==> config.mk <==
export PLATFORM = sky130hd
export DESIGN_NAME = modbus_read_response_receiver
export DESIGN_NICKNAME = d
export VERILOG_FILES = /design/src/hdl/mrr_pkg.sv /design/src/hdl/modbus_read_response_receiver.sv /design/src/hdl/mrr_fifo.sv /design/src/hdl/mrr_front.sv /design/src/hdl/mrr_back.sv
export SDC_FILE = /design/constraint.sdc
export NUM_CORES = 1
export LEC_CHECK = 0
export BUFFER_PORTS_ARGS = -buffer_cell sky130_fd_sc_hd__buf_2
export CORE_MARGIN = 10
export CORE_UTILIZATION = 40
export DETAILED_ROUTE_END_ITERATION = 8
export PLACE_DENSITY_LB_ADDON = 0.25
export REMOVE_ABC_BUFFERS = 1
export SLEW_MARGIN = 5
export SYNTH_ARGS = -nofsm -noshare
export SYNTH_HDL_FRONTEND = slang
export SYNTH_SLANG_ARGS = --single-unit
export TNS_END_PERCENT = 30
==> constraint.sdc <==
create_clock -name clk -period 5.8 [get_ports clk]
set_input_delay 0.58 -clock clk [delete_from_list [all_inputs] [get_ports clk]]
set_output_delay 0.58 -clock clk [all_outputs]
set_load 0.05 [all_outputs]
==> src/hdl/mrr_pkg.sv <==
// Shared types and constants for the read response receiver.
`timescale 1ns / 1ps

package mrr_pkg;

    // Longest frame accepted; the byte position field caps it at 128 as well.
    localparam int MAX_FRAME_BYTES = 128;
    localparam int FRAME_LIMIT     = (MAX_FRAME_BYTES < 128) ? MAX_FRAME_BYTES : 128;

    localparam logic [15:0] CRC_INIT  = 16'hFFFF;
    localparam logic [15:0] CRC_POLY  = 16'hA001;
    localparam logic [7:0]  FUNC_READ = 8'h03;

    // Configuration register indexes
    localparam logic [1:0] REG_EXPECTED  = 2'd0;
    localparam logic [1:0] REG_DEVICE    = 2'd1;
    localparam logic [1:0] REG_ALTERNATE = 2'd2;

    typedef enum logic [2:0] {
        ST_RECEIVING = 3'd0,
        ST_GOOD      = 3'd1,
        ST_BAD_ADDR  = 3'd2,
        ST_BAD_FUNC  = 3'd3,
        ST_BAD_COUNT = 3'd4,
        ST_CRC_BAD   = 3'd5,
        ST_IGNORED   = 3'd6
    } status_t;

    typedef struct packed {
        logic [5:0] expected_registers;
        logic [7:0] device_address;
        logic [7:0] alternate_address;
    } cfg_t;

    // Classified byte as it travels from front to back
    typedef struct packed {
        logic [7:0] rx_byte;
        logic       frame_start;
        logic       addr_ok;
        logic       func_ok;
        logic       count_match;
    } item_t;

    typedef struct packed {
        logic [2:0]  status;
        logic        frame_done;
        logic        word_valid;
        logic [15:0] reg_word;
        logic [5:0]  word_index;
        logic [6:0]  byte_position;
    } res_t;

endpackage

==> src/hdl/modbus_read_response_receiver.sv <==
// Top level of the Modbus function-3 read response receiver.
`timescale 1ns / 1ps
//
// Usage:
//   Bytes enter through a queue-style port: a transfer happens at a clock edge with
//   push high and full low. rx_byte carries the byte; frame_start high clears the
//   frame state before that byte so it is taken as the address byte.
//   Each byte yields exactly one result, read from a queue-style port: while empty
//   is low the oldest result sits on status/frame_done/word_valid/reg_word/
//   word_index/byte_position, and pop high transfers it.
//   A pushed byte is registered in the input queue; its result is then registered
//   in the result queue and shows on the result ports. Throughput: one byte per
//   cycle while the result queue has room, paced by the combinational CRC update.
//   A two-entry queue after the byte classifier and another in front of the result
//   port let either side stall; when pop stays low the result queue fills, the back
//   stage halts, and full rises once the input queue holds two bytes.
//   Reset empties both queues, reopens the frame (CRC FFFF, position 0) and loads
//   the registers with 34 registers, address FF and alternate address 01.
//   Configuration (cfg_write/cfg_index/cfg_data) takes effect at once; write it only
//   while no byte is in flight. Unused indexes are dropped.

module modbus_read_response_receiver (
    input  logic        clk,
    input  logic        rst_n,
    input  logic        cfg_write,
    input  logic [1:0]  cfg_index,
    input  logic [7:0]  cfg_data,
    input  logic        push,
    output logic        full,
    input  logic [7:0]  rx_byte,
    input  logic        frame_start,
    output logic        empty,
    input  logic        pop,
    output logic [2:0]  status,
    output logic        frame_done,
    output logic        word_valid,
    output logic [15:0] reg_word,
    output logic [5:0]  word_index,
    output logic [6:0]  byte_position
);

    mrr_pkg::cfg_t  cfg_reg;
    mrr_pkg::item_t front_item, back_item;
    mrr_pkg::res_t  back_res, out_res;
    logic           item_empty, item_pop;
    logic           res_full, res_push;

    // Configuration registers
    always_ff @(posedge clk or negedge rst_n)
    begin
        if (!rst_n)
        begin
            cfg_reg.expected_registers <= 6'd34;
            cfg_reg.device_address     <= 8'hFF;
            cfg_reg.alternate_address  <= 8'h01;
        end
        else if (cfg_write)
        begin
            unique case (cfg_index)
                mrr_pkg::REG_EXPECTED:  cfg_reg.expected_registers <= cfg_data[5:0];
                mrr_pkg::REG_DEVICE:    cfg_reg.device_address     <= cfg_data;
                mrr_pkg::REG_ALTERNATE: cfg_reg.alternate_address  <= cfg_data;
                default:                ;
            endcase
        end
    end

    mrr_front u_front (
        .cfg         (cfg_reg),
        .rx_byte     (rx_byte),
        .frame_start (frame_start),
        .item        (front_item)
    );

    // Queue between classifier and frame engine
    mrr_fifo #(
        .WIDTH ($bits(mrr_pkg::item_t)),
        .DEPTH (2)
    ) u_item_q (
        .clk     (clk),
        .rst_n   (rst_n),
        .push    (push),
        .wr_data (front_item),
        .full    (full),
        .pop     (item_pop),
        .rd_data (back_item),
        .empty   (item_empty)
    );

    mrr_back u_back (
        .clk      (clk),
        .rst_n    (rst_n),
        .cfg      (cfg_reg),
        .item     (back_item),
        .in_empty (item_empty),
        .in_pop   (item_pop),
        .out_full (res_full),
        .out_push (res_push),
        .res      (back_res)
    );

    // Result queue: holds finished results while the receiver stalls
    mrr_fifo #(
        .WIDTH ($bits(mrr_pkg::res_t)),
        .DEPTH (2)
    ) u_res_q (
        .clk     (clk),
        .rst_n   (rst_n),
        .push    (res_push),
        .wr_data (back_res),
        .full    (res_full),
        .pop     (pop),
        .rd_data (out_res),
        .empty   (empty)
    );

    assign status        = out_res.status;
    assign frame_done    = out_res.frame_done;
    assign word_valid    = out_res.word_valid;
    assign reg_word      = out_res.reg_word;
    assign word_index    = out_res.word_index;
    assign byte_position = out_res.byte_position;

endmodule

==> src/hdl/mrr_fifo.sv <==
// Small register FIFO used between the receiver stages.
`timescale 1ns / 1ps

module mrr_fifo #(
    parameter int WIDTH = 8,
    parameter int DEPTH = 2
) (
    input  logic             clk,
    input  logic             rst_n,
    input  logic             push,
    input  logic [WIDTH-1:0] wr_data,
    output logic             full,
    input  logic             pop,
    output logic [WIDTH-1:0] rd_data,
    output logic             empty
);

    localparam int PW = (DEPTH > 1) ? $clog2(DEPTH) : 1;
    localparam int CW = $clog2(DEPTH + 1);

    logic [WIDTH-1:0] mem_reg [DEPTH];
    logic [PW-1:0]    wr_ptr_reg, wr_ptr_next;
    logic [PW-1:0]    rd_ptr_reg, rd_ptr_next;
    logic [CW-1:0]    count_reg, count_next;
    logic             do_push, do_pop;

    assign full    = (count_reg == CW'(DEPTH));
    assign empty   = (count_reg == '0);
    assign do_push = push && !full;
    assign do_pop  = pop && !empty;
    assign rd_data = mem_reg[rd_ptr_reg];

    always_comb
    begin
        wr_ptr_next = wr_ptr_reg;
        rd_ptr_next = rd_ptr_reg;
        count_next  = count_reg;
        if (do_push)
        begin
            wr_ptr_next = (wr_ptr_reg == PW'(DEPTH - 1)) ? '0 : wr_ptr_reg + 1'b1;
        end
        if (do_pop)
        begin
            rd_ptr_next = (rd_ptr_reg == PW'(DEPTH - 1)) ? '0 : rd_ptr_reg + 1'b1;
        end
        if (do_push && !do_pop)
        begin
            count_next = count_reg + 1'b1;
        end
        else if (do_pop && !do_push)
        begin
            count_next = count_reg - 1'b1;
        end
    end

    always_ff @(posedge clk or negedge rst_n)
    begin
        if (!rst_n)
        begin
            wr_ptr_reg <= '0;
            rd_ptr_reg <= '0;
            count_reg  <= '0;
        end
        else
        begin
            wr_ptr_reg <= wr_ptr_next;
            rd_ptr_reg <= rd_ptr_next;
            count_reg  <= count_next;
        end
    end

    always_ff @(posedge clk)
    begin
        if (do_push)
        begin
            mem_reg[wr_ptr_reg] <= wr_data;
        end
    end

endmodule

==> src/hdl/mrr_front.sv <==
// Front stage: classify each received byte against the configuration.
`timescale 1ns / 1ps

module mrr_front (
    input  mrr_pkg::cfg_t  cfg,
    input  logic [7:0]     rx_byte,
    input  logic           frame_start,
    output mrr_pkg::item_t item
);

    always_comb
    begin
        item.rx_byte     = rx_byte;
        item.frame_start = frame_start;
        item.addr_ok     = (rx_byte == cfg.device_address)
                        || (rx_byte == cfg.alternate_address);
        item.func_ok     = (rx_byte == mrr_pkg::FUNC_READ);
        item.count_match = (rx_byte == {1'b0, cfg.expected_registers, 1'b0});
    end

endmodule

==> src/hdl/mrr_back.sv <==
// Back stage: frame state, CRC and result generation.
`timescale 1ns / 1ps

module mrr_back (
    input  logic           clk,
    input  logic           rst_n,
    input  mrr_pkg::cfg_t  cfg,
    input  mrr_pkg::item_t item,
    input  logic           in_empty,
    output logic           in_pop,
    input  logic           out_full,
    output logic           out_push,
    output mrr_pkg::res_t  res
);

    logic [6:0]  byte_count_reg, byte_count_next;
    logic [15:0] crc_reg, crc_next;
    logic        ended_reg, ended_next;
    logic [7:0]  high_reg, high_next;
    logic [7:0]  low_reg, low_next;

    logic [6:0]  bc_eff;
    logic [15:0] crc_eff;
    logic        ended_eff;
    logic [7:0]  high_eff, low_eff;
    logic [7:0]  flen, pos8, pld;
    logic        fire, end_frame, feed;
    logic [15:0] rx_crc;

    function automatic logic [15:0] crc_byte(input logic [15:0] crc, input logic [7:0] b);
        logic [15:0] c;
        c = crc ^ {8'h00, b};
        for (int k = 0; k < 8; k++)
        begin
            c = c[0] ? ((c >> 1) ^ mrr_pkg::CRC_POLY) : (c >> 1);
        end
        return c;
    endfunction

    assign fire     = !in_empty && !out_full;
    assign in_pop   = fire;
    assign out_push = fire;

    always_comb
    begin
        // Start flag clears the frame before this byte is looked at
        bc_eff    = item.frame_start ? '0 : byte_count_reg;
        crc_eff   = item.frame_start ? mrr_pkg::CRC_INIT : crc_reg;
        ended_eff = item.frame_start ? 1'b0 : ended_reg;
        high_eff  = item.frame_start ? '0 : high_reg;
        low_eff   = item.frame_start ? '0 : low_reg;

        flen   = {1'b0, cfg.expected_registers, 1'b0} + 8'd5;
        pos8   = {1'b0, bc_eff};
        pld    = pos8 - 8'd3;
        rx_crc = {item.rx_byte, low_eff};

        res               = '0;
        res.status        = mrr_pkg::ST_RECEIVING;
        res.byte_position = bc_eff;
        end_frame         = 1'b0;
        feed              = 1'b0;

        byte_count_next = bc_eff;
        crc_next        = crc_eff;
        ended_next      = ended_eff;
        high_next       = high_eff;
        low_next        = low_eff;

        if (ended_eff)
        begin
            res.status = mrr_pkg::ST_IGNORED;
        end
        else
        begin
            if (pos8 == 8'd0)
            begin
                if (!item.addr_ok)
                begin
                    res.status = mrr_pkg::ST_BAD_ADDR;
                    end_frame  = 1'b1;
                end
                else
                begin
                    feed = 1'b1;
                end
            end
            else if (pos8 == 8'd1)
            begin
                if (!item.func_ok)
                begin
                    res.status = mrr_pkg::ST_BAD_FUNC;
                    end_frame  = 1'b1;
                end
                else
                begin
                    feed = 1'b1;
                end
            end
            else if (pos8 == 8'd2)
            begin
                if (!item.count_match || ({1'b0, flen} > 9'(mrr_pkg::FRAME_LIMIT)))
                begin
                    res.status = mrr_pkg::ST_BAD_COUNT;
                    end_frame  = 1'b1;
                end
                else
                begin
                    feed = 1'b1;
                end
            end
            else if (pos8 >= flen)
            begin
                // Register count shrank under a running frame
                res.status = mrr_pkg::ST_BAD_COUNT;
                end_frame  = 1'b1;
            end
            else if ((pos8 + 8'd2) < flen)
            begin
                feed = 1'b1;
                if (!pld[0])
                begin
                    high_next = item.rx_byte;
                end
                else
                begin
                    res.word_valid = 1'b1;
                    res.reg_word   = {high_eff, item.rx_byte};
                    res.word_index = pld[6:1];
                end
            end
            else if ((pos8 + 8'd2) == flen)
            begin
                low_next = item.rx_byte;
            end
            else
            begin
                res.status = (rx_crc == crc_eff) ? mrr_pkg::ST_GOOD : mrr_pkg::ST_CRC_BAD;
                end_frame  = 1'b1;
            end

            if (feed)
            begin
                crc_next = crc_byte(crc_eff, item.rx_byte);
            end
            if (end_frame)
            begin
                ended_next     = 1'b1;
                res.frame_done = 1'b1;
            end
            byte_count_next = bc_eff + 1'b1;
        end
    end

    always_ff @(posedge clk or negedge rst_n)
    begin
        if (!rst_n)
        begin
            byte_count_reg <= '0;
            crc_reg        <= mrr_pkg::CRC_INIT;
            ended_reg      <= 1'b0;
            high_reg       <= '0;
            low_reg        <= '0;
        end
        else if (fire)
        begin
            byte_count_reg <= byte_count_next;
            crc_reg        <= crc_next;
            ended_reg      <= ended_next;
            high_reg       <= high_next;
            low_reg        <= low_next;
        end
    end

endmodule

==> flow_summary_export.csv <==
group,metric,value,unit
yosys,synth.distinct_cells,60,
global_routing,globalRoute.totalOverflow,0,
critical_path,startpoint_of_the_worst_setup_timing_path,"u_item_q.rd_ptr_reg",
layout,post_route_cells_drive_above_1_share,29.1,%
critical_path,r2r_start,"u_item_q.rd_ptr_reg",
sta,finalMaxSlewViolations,0,
placement,globalplace.congestion,0.844,
yosys,synthesis.yosys.warnings,0,
cts,tritoncts,"done",
critical_path,most_common_cell_type_on_the_critical_path,"sky130_fd_sc_hd__nor2_1",
routing,drtIter0Drc,359,
cts,worst_setup_hold_path_clk_slew,0.07,ns
layout,fillers,1730,
routing,ant_nets,0,
cts,numClockSinks,162,
die,rows,51,
sta,finalHoldViolations,0,
power,design_power_total,6.02,mW
critical_path,crit_path_end_kind,"flop",
critical_path,critPathSlowestCell,"sky130_fd_sc_hd__nand2b_1",
power,p_seq_share,33.4,%
critical_path,critical_path_class,"reg2reg",
power,leakage_power_summed_over_all_cells,3.50,nW
outcome,status,"finished, final reports clean",
routing,total_via_count_in_the_routed_design,4888,
die,initial_utilization,40.8,%
critical_path,chain_of_cells_forming_the_critical_path,"mux2i_1 > buf_4 > and2_1 > inv_1 > nor2_1 > nand2_1 > xor2_1 > nor2_1 > ha_1 > nand4_1 > a31oi_1 > nor2_1 > nand4_1 > nand2b_1 > inv_1 > and2_1",
min_path,hp-class,"in2reg",
cts,post_cts_hold_buffer_count,0,
die,top_level_ports,60,
critical_path,start_kind,"flop",
die,chipHeight,161,µm
power,combinational_power_share,48.1,%
sta,clock_skew,0.0112,ns
yosys,seq_area_frac_synth,57.3,%
routing,wirelength,16.4,mm
power,irDropWorstVdd,0.000321,V
die,design.die.area,25900,µm²
yosys,register_bit_total_from_synthesis,162,
cts,post_cts_buffers,0,
critical_path,timing.critical_path.arrival,3.99,ns
global_routing,grt_max_degree,71,
die,die_width,161,µm
sta,worst-slew-pin-transition,1.13,ns
power,swShare,42.6,%
global_routing,grt_antenna_before_repair,0,
yosys,synthDominantAreaCellType,"sky130_fd_sc_hd__edfxtp_1",
yosys,yosys_most_used_dff,"sky130_fd_sc_hd__edfxtp_1",
layout,area_growth_syn_to_layout,14.3,%
yosys,avgSynthCellArea,12.9,µm²
power,p_clk_share,18.5,%
placement,dp_hpwl,11.6,mm
critical_path,timing.critical_path.required,5.98,ns
layout,largest_register_ff_count,68,
layout,insertedDiodeCount,0,
routing,wl_per_cell,17.2,µm
placement,io_buffers,59,
die,core_region_area,19500,µm²
min_path,hold_path.startpoint,"frame_start",
sta,final_cycle_utilization_of_the_critical_path,65.6,%
sta,setup-violations-final,0,
yosys,post_synth_instance_area,7940,µm²
yosys,synth.top_cell.area_share,34.8,%
critical_path,critical_path.max_fanout,21,
layout,ff_latch_area,4550,µm²
yosys,synth.top_cells.by_area,"sky130_fd_sc_hd__edfxtp_1 (35%), sky130_fd_sc_hd__dfrtp_1 (14%), sky130_fd_sc_hd__dfstp_2 (8.9%)",
global_routing,wire_length_of_the_first_global_routing_pass,27.4,mm
routing,drc,0,
sta,grt_setup_unrepaired,"no",
power,p_per_area,663,nW/µm²
yosys,synthArstFlopShare,43.2,%
yosys,post_synth_inst_count,617,
global_routing,first_global_vias,5163,
sta,timing.max_slew.rel_slack,22.6,%
sta,max_clock_freq,263,MHz
sta,timing.final.crit_period,3.80,ns
cts,cts-resized-gates,0,
power,netSwitchingPower,2.56,mW
yosys,synth-edff-count,92,
layout,multi_input_gate_area_in_the_final_layout,3220,µm²
cts,tritoncts.num_buffers,17,
layout,layout.nets,717,
cts,worst_skew_pair.late_latency,0.43,ns
routing,route.detailed.vias_per_inst,5.13,
flow_run,cap_viol_max_count,0,
power,power.internal,3.46,mW
critical_path,max_stage_delay,0.42,ns
sta,setup_tns,0,ns
cts,clock_tree.buffer_depth,2,
cts,cts.root.buffer_cell,"sky130_fd_sc_hd__clkbuf_16",
global_routing,track_usage,13.0,%
cts,clock_tree.htree_level_count,4,
routing,first_pass_iteration_count_of_the_detailed_router,5,
==> metal layers <==
metal	part of all wire, %	routed length (µm)	vias up	track usage [%]
met5	0	0	-	0
met4	1.6	269	0	4.67
met3	5.2	852	20	3.40
met2	47	7740	118	20.5
met1	46	7560	2400	16.8
li1	-	-	2350	-
==> cell usage after synthesis (4+ instances only) <==
cell type / number
sky130_fd_sc_hd__edfxtp_1: 92
sky130_fd_sc_hd__xnor2_1: 61
sky130_fd_sc_hd__mux2_2: 58
sky130_fd_sc_hd__nor2_1: 51
sky130_fd_sc_hd__dfrtp_1: 43
sky130_fd_sc_hd__nand2_1: 35
sky130_fd_sc_hd__dfstp_2: 27
sky130_fd_sc_hd__o21ai_0: 22
sky130_fd_sc_hd__xor2_1: 20
sky130_fd_sc_hd__ha_1: 18
sky130_fd_sc_hd__a21oi_1: 15
sky130_fd_sc_hd__clkbuf_1: 15
sky130_fd_sc_hd__inv_1: 15
sky130_fd_sc_hd__and2_1: 13
sky130_fd_sc_hd__o22a_1: 11
sky130_fd_sc_hd__nand3_1: 9
sky130_fd_sc_hd__nand4_1: 9
sky130_fd_sc_hd__o2bb2ai_1: 8
sky130_fd_sc_hd__nor4_1: 6
sky130_fd_sc_hd__mux2i_1: 5
sky130_fd_sc_hd__nor3_1: 5
sky130_fd_sc_hd__o22ai_1: 5
sky130_fd_sc_hd__o32a_1: 5
sky130_fd_sc_hd__a31oi_1: 4
sky130_fd_sc_hd__and3_1: 4
sky130_fd_sc_hd__buf_1: 4
sky130_fd_sc_hd__buf_2: 4
sky130_fd_sc_hd__mux2i_2: 4
sky130_fd_sc_hd__xnor2_2: 4
==> per-stage QoR <==
step / cell area (µm²) / worst slack, ns / instances / util (%) / hold WS (ns)
finish: 9080 / 2.00 / 953 / 46.6 / 0.347
global route: 9080 / 1.57 / 953 / 46.6 / 0.356
CTS: 9080 / 1.95 / 953 / 46.6 / 0.339
detailed placement: 8490 / 1.96 / 921 / 43.6 / 0.466
global placement: 8490 / 2.17 / 921 / 43.6 / 0.467
floorplan: 7820 / 1.50 / 592 / - / 0.284
==> kinds of logic after synthesis <==
kind of cell               Yosys count  synth area share (%)
adders and majority gates           18                  2.84
and+or+nand+nor                    149                  8.98
DFF                                162                  57.3
xor gates and xnor gates            87                  10.2
buffers and inverters               41                  2.30
AOI/OAI and AO/OA                   89                  7.74
muxes                               71                  10.6
==> layout by cell type, fill, tap and decap left out, types with 9 or more instances in the layout <==
cell type / n
sky130_fd_sc_hd__nand4_1: 9
sky130_fd_sc_hd__xnor2_1: 61
sky130_fd_sc_hd__mux2_2: 58
sky130_fd_sc_hd__nand3_1: 9
sky130_fd_sc_hd__o22a_1: 11
sky130_fd_sc_hd__buf_2: 59
sky130_fd_sc_hd__inv_1: 15
sky130_fd_sc_hd__clkbuf_16: 17
sky130_fd_sc_hd__o21ai_0: 22
sky130_fd_sc_hd__a21oi_1: 15
sky130_fd_sc_hd__nand2_1: 35
sky130_fd_sc_hd__dfstp_2: 27
sky130_fd_sc_hd__and2_1: 13
sky130_fd_sc_hd__ha_1: 18
sky130_fd_sc_hd__dfrtp_1: 43
sky130_fd_sc_hd__nor2_1: 49
sky130_fd_sc_hd__xor2_1: 20
sky130_fd_sc_hd__edfxtp_1: 92
==> final timing paths <==
check | cells after the start | endpoint | slack [ns]
setup / recovery | 16 | u_res_q.mem_reg[0][25] | 2.00
hold / removal | 1 | u_item_q.mem_reg[1][3] | 0.35
setup reg to reg | 16 | u_res_q.mem_reg[0][25] | 2.00
hold reg to reg | 1 | u_back.high_reg[5] | 0.48
max in group asynchronous | 2 | cfg_reg[2] | 4.82
min in group asynchronous | 2 | u_back.high_reg[0] | 0.38
==> critical path: cells and delay by family (launching register included) <==
kind | cells | cell delay, ns
fa+ha+maj | 1 | 0.32
compound gates | 1 | 0.22
simple gates | 9 | 1.71
mux | 1 | 0.20
buf+inv | 3 | 0.59
flops | 1 | 0.37
xor+xnor | 1 | 0.15
==> power by group through the flow <==
stage               clock (mW)  combinational [mW]  sequential (mW)
floorplan                    0                2.24             2.02
global placement             0                2.88             2.01
finish                    1.11                2.90             2.01
global route              1.17                3.15             2.06
CTS                       1.13                2.94             2.01
detailed placement           0                2.92             2.03
==> final cells by class <==
cell class / count / area share [%]
Tap cell: 265 / 3.65
Sequential cell: 162 / 50.1
Clock buffer: 19 / 4.88
Clock inverter: 13 / 1.53
Inverter: 16 / 0.662
Timing Repair Buffer: 64 / 3.67
Multi-Input combinational cell: 414 / 35.5
(Power assumes the default switching activity.)
